<file path="config.mk">
export PLATFORM = sky130hd
export DESIGN_NAME = uart_line_command_assembler_top
export DESIGN_NICKNAME = d
export VERILOG_FILES = /design/src/ulca_pkg.sv /design/src/ulca_ram.sv /design/src/ulca_ctrl.sv /design/src/ulca_dp.sv /design/src/uart_line_command_assembler_top.sv
export SDC_FILE = /design/constraint.sdc
export NUM_CORES = 1
export LEC_CHECK = 0
export ABC_AREA = 1
export ABC_CLOCK_PERIOD_IN_PS = 2200
export BUFFER_PORTS_ARGS = -buffer_cell sky130_fd_sc_hd__clkbuf_2
export CORE_ASPECT_RATIO = 0.8
export CORE_UTILIZATION = 30
export DETAILED_ROUTE_END_ITERATION = 6
export SLEW_MARGIN = 40
export SYNTH_ARGS = -nofsm -noshare
export SYNTH_HDL_FRONTEND = slang
export SYNTH_SLANG_ARGS = --single-unit
</file>
<file path="constraint.sdc">
create_clock -name aclk -period 2.2 [get_ports aclk]
set_clock_uncertainty 0.05 [all_clocks]
set_input_delay 0.22 -clock aclk [delete_from_list [all_inputs] [get_ports aclk]]
set_output_delay 0.22 -clock aclk [all_outputs]
set_load 0.01 [all_outputs]
</file>
<file path="src/ulca_pkg.sv">
// Shared constants and control types for the serial line command assembler.
// No dependencies; imported by ulca_ctrl, ulca_dp and the top level.
package ulca_pkg;

    localparam int HALF_BYTES_DEF = 32;
    localparam int BYTE_W         = 8;
    localparam int LEN_W          = 5;

    localparam logic [BYTE_W-1:0] LF_CODE = 8'h0A;
    localparam logic [BYTE_W-1:0] CR_CODE = 8'h0D;
    localparam logic [LEN_W-1:0]  MAX_CMD = 5'd31;

    localparam logic ACT_BYTE = 1'b0;
    localparam logic ACT_READ = 1'b1;

    // controller -> datapath
    typedef struct packed {
        logic take_byte;
        logic start_read;
        logic read_empty;
        logic issue_rd;
        logic load_out;
    } ulca_cmd_t;

    // datapath -> controller
    typedef struct packed {
        logic pend_nonempty;
        logic rd_last;
        logic out_free;
    } ulca_stat_t;

endpackage

</file>
<file path="src/ulca_ram.sv">
// Generic single-write, single-read RAM with registered read data.
// No dependencies.
module ulca_ram #(
    parameter int WIDTH = 8,
    parameter int DEPTH = 64
) (
    input  logic                     aclk,
    input  logic                     we,
    input  logic [$clog2(DEPTH)-1:0] waddr,
    input  logic [WIDTH-1:0]         wdata,
    input  logic                     re,
    input  logic [$clog2(DEPTH)-1:0] raddr,
    output logic [WIDTH-1:0]         rdata
);

    logic [WIDTH-1:0] mem [DEPTH];

    always_ff @(posedge aclk) begin
        if (we) begin
            mem[waddr] <= wdata;
        end
        if (re) begin
            rdata <= mem[raddr];
        end
    end

endmodule

</file>
<file path="src/ulca_ctrl.sv">
// Sequencer for the line command assembler: accepts words, steps the read-out.
// Depends on ulca_pkg.
module ulca_ctrl
    import ulca_pkg::*;
(
    input  logic       aclk,
    input  logic       aresetn,
    input  logic       s_tvalid,
    input  logic       s_tuser,
    output logic       s_tready,
    input  ulca_stat_t stat,
    output ulca_cmd_t  cmd
);

    localparam logic [1:0] ST_IDLE = 2'd0;
    localparam logic [1:0] ST_RD   = 2'd1;
    localparam logic [1:0] ST_LD   = 2'd2;

    logic [1:0] state_reg, state_next;
    logic       accept;

    assign s_tready = (state_reg == ST_IDLE) && stat.out_free;
    assign accept   = s_tvalid && s_tready;

    always_comb begin
        state_next = state_reg;
        cmd        = '0;
        unique case (state_reg)
            ST_IDLE: begin
                if (accept) begin
                    if (s_tuser == ACT_READ) begin
                        if (stat.pend_nonempty) begin
                            cmd.start_read = 1'b1;
                            state_next     = ST_RD;
                        end else begin
                            cmd.read_empty = 1'b1;
                        end
                    end else begin
                        cmd.take_byte = 1'b1;
                    end
                end
            end
            ST_RD: begin
                if (stat.out_free) begin
                    cmd.issue_rd = 1'b1;
                    state_next   = ST_LD;
                end
            end
            ST_LD: begin
                cmd.load_out = 1'b1;
                state_next   = stat.rd_last ? ST_IDLE : ST_RD;
            end
            default: begin
                state_next = ST_IDLE;
            end
        endcase
    end

    always_ff @(posedge aclk) begin
        if (!aresetn) begin
            state_reg <= ST_IDLE;
        end else begin
            state_reg <= state_next;
        end
    end

endmodule

</file>
<file path="src/ulca_dp.sv">
// Datapath: line counters, pending command, ping-pong store and output register.
// Depends on ulca_pkg and ulca_ram.
module ulca_dp
    import ulca_pkg::*;
#(
    parameter int HALF_BYTES = HALF_BYTES_DEF
) (
    input  logic              aclk,
    input  logic              aresetn,
    input  logic [BYTE_W-1:0] in_byte,
    input  ulca_cmd_t         cmd,
    output ulca_stat_t        stat,
    input  logic              m_tready,
    output logic              m_tvalid,
    output logic              m_tlast,
    output logic              m_tuser,
    output logic [BYTE_W-1:0] out_byte,
    output logic [LEN_W-1:0]  position,
    output logic [LEN_W-1:0]  command_length
);

    localparam int DEPTH  = 2 * HALF_BYTES;
    localparam int ADDR_W = $clog2(DEPTH);
    localparam int CNT_W  = $clog2(HALF_BYTES + 1);
    localparam int CMP_W  = CNT_W + LEN_W;

    logic              write_half_reg, write_half_next;
    logic [CNT_W-1:0]  write_count_reg, write_count_next;
    logic              last_cr_reg, last_cr_next;
    logic              pend_valid_reg, pend_valid_next;
    logic [LEN_W-1:0]  pend_len_reg, pend_len_next;
    logic              rd_half_reg, rd_half_next;
    logic [LEN_W-1:0]  rd_len_reg, rd_len_next;
    logic [LEN_W-1:0]  rd_idx_reg, rd_idx_next;

    logic              out_valid_reg, out_valid_next;
    logic              out_has_reg, out_has_next;
    logic              out_last_reg, out_last_next;
    logic [BYTE_W-1:0] out_byte_reg, out_byte_next;
    logic [LEN_W-1:0]  out_pos_reg, out_pos_next;
    logic [LEN_W-1:0]  out_len_reg, out_len_next;

    logic              mem_we;
    logic [ADDR_W-1:0] mem_waddr, mem_raddr;
    logic [BYTE_W-1:0] mem_rdata;
    logic [CNT_W-1:0]  line_len;
    logic              rd_last;

    assign rd_last = ({1'b0, rd_idx_reg} + 6'd1) == {1'b0, rd_len_reg};

    assign stat.pend_nonempty = pend_valid_reg && (pend_len_reg != '0);
    assign stat.rd_last       = rd_last;
    assign stat.out_free      = !out_valid_reg || m_tready;

    assign line_len  = write_count_reg
                     - CNT_W'((write_count_reg != '0) && last_cr_reg);
    assign mem_waddr = (write_half_reg ? ADDR_W'(HALF_BYTES) : '0)
                     + ADDR_W'(write_count_reg);
    assign mem_raddr = (rd_half_reg ? ADDR_W'(HALF_BYTES) : '0) + ADDR_W'(rd_idx_reg);

    always_comb begin
        write_half_next  = write_half_reg;
        write_count_next = write_count_reg;
        last_cr_next     = last_cr_reg;
        pend_valid_next  = pend_valid_reg;
        pend_len_next    = pend_len_reg;
        rd_half_next     = rd_half_reg;
        rd_len_next      = rd_len_reg;
        rd_idx_next      = rd_idx_reg;
        mem_we           = 1'b0;

        if (cmd.take_byte) begin
            priority if (write_count_reg == CNT_W'(HALF_BYTES)) begin
                // full line: drop byte, restart same half
                write_count_next = '0;
            end else if (in_byte == LF_CODE) begin
                write_count_next = '0;
                if (CMP_W'(line_len) <= CMP_W'(MAX_CMD)) begin
                    pend_len_next   = LEN_W'(line_len);
                    pend_valid_next = 1'b1;
                    write_half_next = !write_half_reg;
                end
            end else begin
                mem_we           = 1'b1;
                write_count_next = write_count_reg + CNT_W'(1);
                last_cr_next     = (in_byte == CR_CODE);
            end
        end

        if (cmd.start_read) begin
            pend_valid_next = 1'b0;
            rd_half_next    = !write_half_reg;
            rd_len_next     = pend_len_reg;
            rd_idx_next     = '0;
        end
        if (cmd.read_empty) begin
            pend_valid_next = 1'b0;
        end
        if (cmd.load_out) begin
            rd_idx_next = rd_idx_reg + LEN_W'(1);
        end
    end

    always_comb begin
        out_valid_next = out_valid_reg && !m_tready;
        out_has_next   = out_has_reg;
        out_last_next  = out_last_reg;
        out_byte_next  = out_byte_reg;
        out_pos_next   = out_pos_reg;
        out_len_next   = out_len_reg;
        if (cmd.read_empty) begin
            out_valid_next = 1'b1;
            out_has_next   = 1'b0;
            out_last_next  = 1'b1;
            out_byte_next  = '0;
            out_pos_next   = '0;
            out_len_next   = '0;
        end else if (cmd.load_out) begin
            out_valid_next = 1'b1;
            out_has_next   = 1'b1;
            out_last_next  = rd_last;
            out_byte_next  = mem_rdata;
            out_pos_next   = rd_idx_reg;
            out_len_next   = rd_len_reg;
        end
    end

    always_ff @(posedge aclk) begin
        if (!aresetn) begin
            write_half_reg  <= 1'b0;
            write_count_reg <= '0;
            last_cr_reg     <= 1'b0;
            pend_valid_reg  <= 1'b0;
            pend_len_reg    <= '0;
            out_valid_reg   <= 1'b0;
        end else begin
            write_half_reg  <= write_half_next;
            write_count_reg <= write_count_next;
            last_cr_reg     <= last_cr_next;
            pend_valid_reg  <= pend_valid_next;
            pend_len_reg    <= pend_len_next;
            out_valid_reg   <= out_valid_next;
        end
    end

    always_ff @(posedge aclk) begin
        rd_half_reg  <= rd_half_next;
        rd_len_reg   <= rd_len_next;
        rd_idx_reg   <= rd_idx_next;
        out_has_reg  <= out_has_next;
        out_last_reg <= out_last_next;
        out_byte_reg <= out_byte_next;
        out_pos_reg  <= out_pos_next;
        out_len_reg  <= out_len_next;
    end

    ulca_ram #(
        .WIDTH(BYTE_W),
        .DEPTH(DEPTH)
    ) u_store (
        .aclk  (aclk),
        .we    (mem_we),
        .waddr (mem_waddr),
        .wdata (in_byte),
        .re    (cmd.issue_rd),
        .raddr (mem_raddr),
        .rdata (mem_rdata)
    );

    assign m_tvalid       = out_valid_reg;
    assign m_tlast        = out_last_reg;
    assign m_tuser        = out_has_reg;
    assign out_byte       = out_byte_reg;
    assign position       = out_pos_reg;
    assign command_length = out_len_reg;

endmodule

</file>
<file path="src/uart_line_command_assembler_top.sv">
// Serial line command assembler: top level joining sequencer and datapath.
// Depends on ulca_pkg, ulca_ctrl, ulca_dp (and ulca_ram below it).
//
// Input stream: s_tuser selects the action (0 = received byte, 1 = read the
// pending command), s_tdata carries the byte. Received bytes fill one half of
// a ping-pong line store; a line feed closes the line (a trailing carriage
// return is not counted) and makes it the pending command. A line that fills
// its half is thrown away on the next byte, pending command untouched.
// Result stream: a read returns the pending command one word per byte, with
// tlast on the final one, or a single empty word (tuser low) if none pends or it has no bytes.
// A byte word gives no result. A read returns each byte by a RAM read, then
// an output register load; the empty reply is ready the cycle after
// acceptance.
// s_tready is low while a read-out runs and while the output register holds
// a word the receiver has not taken; a stall on m_tready pauses the read-out.
// Reset: no pending command, first half selected, line empty; store contents
// are undefined until written.
module uart_line_command_assembler_top
    import ulca_pkg::*;
#(
    parameter int HALF_BYTES = HALF_BYTES_DEF
) (
    input  logic        aclk,
    input  logic        aresetn,
    input  logic        s_tvalid,
    output logic        s_tready,
    input  logic [7:0]  s_tdata,   // [7:0] in_byte
    input  logic        s_tuser,   // [0] action
    output logic        m_tvalid,
    input  logic        m_tready,
    output logic [23:0] m_tdata,   // [7:0] out_byte, [12:8] position,
                                   // [17:13] command_length, [23:18] zero
    output logic        m_tuser,   // [0] has_command
    output logic        m_tlast    // last
);

    ulca_cmd_t         cmd;
    ulca_stat_t        stat;
    logic [BYTE_W-1:0] out_byte;
    logic [LEN_W-1:0]  position;
    logic [LEN_W-1:0]  command_length;

    ulca_ctrl u_ctrl (
        .aclk     (aclk),
        .aresetn  (aresetn),
        .s_tvalid (s_tvalid),
        .s_tuser  (s_tuser),
        .s_tready (s_tready),
        .stat     (stat),
        .cmd      (cmd)
    );

    ulca_dp #(
        .HALF_BYTES(HALF_BYTES)
    ) u_dp (
        .aclk           (aclk),
        .aresetn        (aresetn),
        .in_byte        (s_tdata),
        .cmd            (cmd),
        .stat           (stat),
        .m_tready       (m_tready),
        .m_tvalid       (m_tvalid),
        .m_tlast        (m_tlast),
        .m_tuser        (m_tuser),
        .out_byte       (out_byte),
        .position       (position),
        .command_length (command_length)
    );

    assign m_tdata = {6'd0, command_length, position, out_byte};

endmodule

</file>
# Yosys cells after proc, flatten, opt, wreduce, memory -nomap -nowiden
# Memory sizes are Yosys's and may differ from the RTL's. A register that Yosys moved wholly into a read port is not among the register bits.
# Index checks and enable logic that the tools add are counted.
op_classes:
  add_sub_neg: 6
  magnitude_cmp: 1
  n_eq_ne: 10
  muxes: 28
  n_bitwise: 3
  reduce_logical: 17
op_table:
  columns: ["cell", "n"]
  rows:
  - ["6-bit two-way mux", 4]
  - ["8-bit by 4-bit == test with 1-bit output (second input constant)", 2]
  - ["1-bit two-way mux", 14]
  - ["2-bit two-way mux", 5]
  - ["5-bit two-way mux", 2]
  - ["4-bit AND reduction", 2]
  - ["5-bit by 1-bit adder with 6-bit output (second input constant)", 1]
  - ["6-bit by 1-bit adder with 6-bit output (second input constant)", 1]
  - ["6-bit by 5-bit adder with 6-bit output", 1]
  - ["6-bit adder", 1]
  - ["6-bit by 5-bit == test with 1-bit output", 1]
  - ["6-bit == test (second input constant)", 1]
  - ["6-bit by 5-bit <= comparator with 1-bit output (second input constant)", 1]
  - ["3-bit two-way mux", 2]
  - ["2-bit case mux with 3 select lines", 1]
  - ["6-bit nonzero test", 1]
  - ["6-bit by 1-bit subtractor with 6-bit output", 1]
  - ["5-bit by 1-bit adder with 5-bit output (second input constant)", 1]
  - ["1-bit logical AND", 5]
  - ["5-bit nonzero test", 1]
  - ["2-bit by 1-bit != test with 1-bit output (second input constant)", 2]
  - ["2-bit != test (second input constant)", 2]
  - ["1-bit logical NOT", 3]
  - ["1-bit NOT", 3]
  - ["7 further kinds", 7]
word_totals:
  ff_bits: 48
  ramBits: 512
  n_memories: 1
mem_list:
  columns: ["name", "depth", "word_bits", "read_ports", "rd_ports_with_merged_regs", "write_ports", "line", "text"]
  rows:
  - ["u_dp.u_store.mem", 64, 8, 1, 1, 1, "ulca_ram.sv:16", "logic [WIDTH-1:0] mem [DEPTH];"]

# Longest topological paths before layout
depth:
  word_depth: 9
  depth_mapped: 14

# Hierarchy
# From an unflattened synthesis, not the netlist that was laid out.
hier_totals:
  cells_unflattened: 2097
  area_unflattened_um2: 23771.5
by_module_without_submodules:
  columns: ["module", "n_inst", "cells_each", "area_each_um2", "seq_area_each_um2"]
  rows:
  - ["ulca_ram", 1, 1805, 21419.3, 15615.0]
  - ["ulca_dp", 1, 261, 2157.1, 1031.0]
  - ["ulca_ctrl", 1, 24, 146.4, 40.0]
  - ["uart_line_command_assembler_top", 1, 7, 48.8, 0.0]

# Least setup slack after synthesis
# No wires, ideal clock.
synth_path:
  path_kind: "reg2reg"
  startpoint: "register u_dp.write_count_reg[0]"
  endpoint: "memory u_dp.u_store.mem[10][0] (enable)"
  setup_time_ps: 370
  arrival_time_ps: 1992
  required_time_ps: 1780
  setup_slack_ps: -212
  path_stages_with_launch: 10
  path_cell_list: "dfxtp_1 clkinv_1 ha_1 nand3_1 nor2_1 a21oi_4 nand2_2 nor2_4 nand3_2 nor2_1"
synth_between:
  elab_chain_len: 5
  word_cells_on_any_way: 6
  cone_classes: "1 x add/sub; 1 x eq/ne; 4 x mux"
synth_rtl:
  columns: ["element", "line", "text"]
  rows:
  - ["start, declared", "ulca_dp.sv:28", "logic [CNT_W-1:0] write_count_reg, write_count_next;"]
  - ["start signal, assigned", "ulca_dp.sv:138", "write_count_reg <= write_count_next;"]
  - ["6-bit == test", "ulca_dp.sv:73", "priority if (write_count_reg == CNT_W'(HALF_BYTES)) begin"]
  - ["1-bit two-way mux", "ulca_dp.sv:73", null]
  - ["1-bit two-way mux", "ulca_dp.sv:72", "if (cmd.take_byte) begin"]
  - ["1-bit two-way mux", "ulca_ram.sv:19", "if (we) begin"]
  - ["1-bit two-way mux (not written as such)", "ulca_ram.sv:20", "mem[waddr] <= wdata;"]
  - ["end, declared", "ulca_ram.sv:16", null]
# Several ways; a longest one is shown, not always the timed one.

# Worst setup path in the final report
layout_path:
  startpoint: "register u_dp.rd_idx_reg[1]"
  endpoint: "register u_dp.u_store.rdata[4] (read register of u_dp.u_store.mem), data pin"
layout_between:
  elab_chain_len: 1
layout_rtl:
  columns: ["element", "line", "text"]
  rows:
  - ["start, declared", "ulca_dp.sv:34", "logic [LEN_W-1:0] rd_idx_reg, rd_idx_next;"]
  - ["start signal, assigned", "ulca_dp.sv:149", "rd_idx_reg <= rd_idx_next;"]
  - ["6-bit by 5-bit adder with 6-bit output", "ulca_dp.sv:59", "assign mem_raddr = (rd_half_reg ? ADDR_W'(HALF_BYTES) : '0) + ADDR_W'(rd_idx_reg);"]
  - ["end, declared", "ulca_ram.sv:13", "output logic [WIDTH-1:0] rdata"]
# Every way passes these cells.
# A chain may end at the register's enable or synchronous reset.

==> insert_results.sql <==
INSERT INTO impl_metrics (metric_group, metric, value, unit) VALUES
('synth', 'postSynthCellCount', '2085', ''),
('layout', 'max_reg_flops', '512', ''),
('synth', 'synth.ff_latch_count', '568', ''),
('clock_network', 'cts_tree', 'done', ''),
('layout', 'layoutNonFillerInstCount', '3202', ''),
('global_routing', 'groute.usage.overall', '15.9', '%'),
('synth', 'synth_top_cells_by_area', 'sky130_fd_sc_hd__edfxtp_1 (68%), sky130_fd_sc_hd__nand2_1 (12%), sky130_fd_sc_hd__nand3_1 (9.8%), sky130_fd_sc_hd__dfxtp_1 (3.2%), sky130_fd_sc_hd__nor2_1 (1.7%)', ''),
('global_routing', 'via_count_of_the_first_global_routing_pass', '15300', ''),
('timing', 'report.final.setup_viol', '0', ''),
('pwr', 'swShare', '20.5', '%'),
('pwr', 'seq_power_share', '55.2', '%'),
('floorplan', 'dieWidth', '313', 'microns'),
('synth', 'netlist_area', '0.0233', 'sq mm'),
('layout', 'layout.cells.most_common', 'sky130_fd_sc_hd__nand2_1', ''),
('synth', 'synth_cell_type_count', '29', ''),
('timing', 'whs', '0.0568', 'ns'),
('floorplan', 'die_area', '0.0787', 'sq mm'),
('place', 'placed_cell_area', '0.0256', 'sq mm'),
('timing', 'finalHoldViolations', '0', ''),
('place', 'dpl_worst_slack', '-0.398', 'ns'),
('layout', 'insertedDiodeCount', '0', ''),
('routing', 'detail_route.iter0.violations', '1967', ''),
('global_routing', 'grt_pass1_wl', '94900', 'microns'),
('routing', 'post-route-drc-count', '0', ''),
('critical_path', 'worst-setup-path-type', 'flip-flop to flip-flop', ''),
('clock_network', 'clkSinkCount', '568', ''),
('synth', 'synthDominantCellAreaShare', '68.5', '%'),
('synth', 'synth-warning-count', '0', ''),
('floorplan', 'initial_utilization', '30.6', '%'),
('timing', 'count_of_pins_over_their_slew_limit', '0', ''),
('layout', 'layout-drive-gt1-share', '13.5', '%'),
('floorplan', 'rows', '90', ''),
('floorplan', 'coreArea', '0.0761', 'sq mm'),
('floorplan', 'i_o_pins', '41', ''),
('run', 'drv.max_cap_violation_count', '0', ''),
('timing', 'fin_crit', '2.15', 'ns'),
('routing', 'detail_route.wl_per_cell', '19.8', 'microns'),
('layout', 'n_fill_cell', '7453', ''),
('clock_network', 'clk_latency', '0.60', 'ns'),
('critical_path', 'path_max_fanout', '59', ''),
('layout', 'postLayoutCellArea', '0.0276', 'sq mm'),
('pwr', 'switchingPower', '4.39', 'mW'),
('routing', 'vias', '16000', ''),
('routing', 'detail_route.wirelength', '63300', 'microns'),
('global_routing', 'global_route.overflow_total', '0', ''),
('pwr', 'power.clock.fraction', '42.7', '%'),
('pwr', 'peakVddDrop', '0.533', 'mV'),
('outcome', 'outcome', 'finished, final reports clean', ''),
('place', 'port_buffers', '34', ''),
('hold_path', 'hold_path_class', 'primary input to flip-flop', ''),
('critical_path', 'endpoint_kind', 'flip-flop', ''),
('timing', 'grt_setup_unrepaired', 'yes', ''),
('clock_network', 'cts_made_buffers', '53', ''),
('floorplan', 'die_y', '251', 'microns'),
('critical_path', 'timing.rr.start', 'u_dp.rd_idx_reg[1]', ''),
('clock_network', 'htreeDepth', '2', ''),
('layout', 'design.final.nets', '2164', ''),
('critical_path', 'required', '2.48', 'ns'),
('pwr', 'p_int', '17.0', 'mW'),
('pwr', 'p_leak', '9.78', 'nW'),
('global_routing', 'grt_max_degree', '65', ''),
('clock_network', 'clk_root_buffer_cell', 'sky130_fd_sc_hd__clkbuf_16', ''),
('critical_path', 'rr_endpoint', 'u_dp.u_store.rdata[4]', ''),
('routing', 'dr.pass1.iters', '6', ''),
('hold_path', 'hold-path-cell-count', '1', ''),
('timing', 'finalSetupTns', '0', 'ns'),
('hold_path', 'worstHoldStart', 's_tdata[2]', ''),
('layout', 'final_cell_mix', 'sky130_fd_sc_hd__nand2_1 (720), sky130_fd_sc_hd__edfxtp_1 (531), sky130_fd_sc_hd__nand3_1 (450), sky130_fd_sc_hd__nor2_4 (68)', ''),
('routing', 'final_antenna_net_count', '0', ''),
('critical_path', 'arrival', '2.44', 'ns'),
('timing', 'final_critical_path_setup_slack', '0.0477', 'ns');
[per-stage QoR]
stage | power, mW | utilization, %
after floorplan | 12.2 | -
after global placement | 12.5 | 33.6
after detailed placement | 12.5 | 33.7
after CTS | 21.5 | 36.1
after global routing | 22.0 | 36.3
final | 21.4 | 36.3
[power groups by stage]
stage	sequential [mW]	combinational, mW	clock (mW)
3_5_place_dp	12.0	0.427	0
6_report	11.8	0.441	9.15
2_1_floorplan	12.0	0.111	0
5_1_grt	11.8	0.465	9.69
4_1_cts	11.8	0.434	9.30
3_3_place_gp	12.0	0.416	0
[per-layer routing]
metal	vias up	global-route usage [%]	share of wire, %
li1	7372	-	-
met1	7830	24.1	46
met2	706	23.3	42
met3	84	3.08	9.3
met4	0	3.64	2.0
met5	-	0	0
[synthesized netlist by cell type, drive strengths merged]
cell / number
a21oi: 27
dfxtp: 37
nor2: 107
edfxtp: 531
buf: 70
nor4: 1
nand2: 725
xnor2: 4
xor2: 10
ha: 5
conb: 1
nor3: 6
o31ai: 1
clkbuf: 56
nand4: 3
clkinv: 3
nand3: 458
inv: 34
o21ai: 6
[layout make-up]
cell class | instances | area, sq um | area share (%)
Sequential cell | 568 | 16700 | 60.4
Multi-Input combinational cell | 1359 | 6500 | 23.5
Clock buffer | 59 | 1350 | 4.88
Timing Repair Buffer | 127 | 1290 | 4.68
Tap cell | 1012 | 1270 | 4.58
Clock inverter | 40 | 368 | 1.33
Inverter | 37 | 154 | 0.557
[critical path: stages (launching register included)]
cell	delay, ns
sky130_fd_sc_hd__edfxtp_1	0.52
sky130_fd_sc_hd__inv_4	0.18
sky130_fd_sc_hd__buf_16	0.25
sky130_fd_sc_hd__nand3_1	0.13
sky130_fd_sc_hd__nand3_1	0.10
sky130_fd_sc_hd__nand2_1	0.11
sky130_fd_sc_hd__nand2_1	0.08
sky130_fd_sc_hd__nand3_1	0.18
sky130_fd_sc_hd__nand3_1	0.12
sky130_fd_sc_hd__nand2_1	0.10
[cells by family (layout without fill, tap and decap cells)]
kind of cell,Yosys count,after routing,share of synthesized area (%)
AND/OR/NAND/NOR,1300,1300,23.7
flip-flops,568,568,71.7
buffers and inverters,163,263,2.99
AO/OA/AOI/OAI,34,34,0.790
XOR/XNOR,14,14,0.527
adder cells (fa/ha/maj),5,5,0.269
other,1,6,0.0161
[how the worst max path moves through the flow]
stage	start	to	slack, ns	cells past startpoint
after floorplan	u_dp.write_count_reg[1]	u_dp.u_store.mem[12][0]	0.002	10
after global placement	s_tdata[5]	u_dp.u_store.mem[12][5]	-0.35	10
after detailed placement	s_tdata[5]	u_dp.u_store.mem[12][2]	-0.40	10
after CTS	u_ctrl.state_reg[1]	u_dp.u_store.mem[4][7]	0.04	9
after global routing	u_dp.rd_idx_reg[1]	u_dp.u_store.rdata[0]	-0.02	9
final	u_dp.rd_idx_reg[1]	u_dp.u_store.rdata[4]	0.05	9
[timing repair]
action | CTS | global route
endpoints found under the hold margin | 9 | 0
pin swaps | 10 | 6
setup buffers | 8 | 2
resized for setup | 1 | 13
endpoints found under the setup margin | 241 | 442
hold buffers | 4 | 0
cloned | 0 | 1
Note: power is estimated with default switching activity, not from simulation.
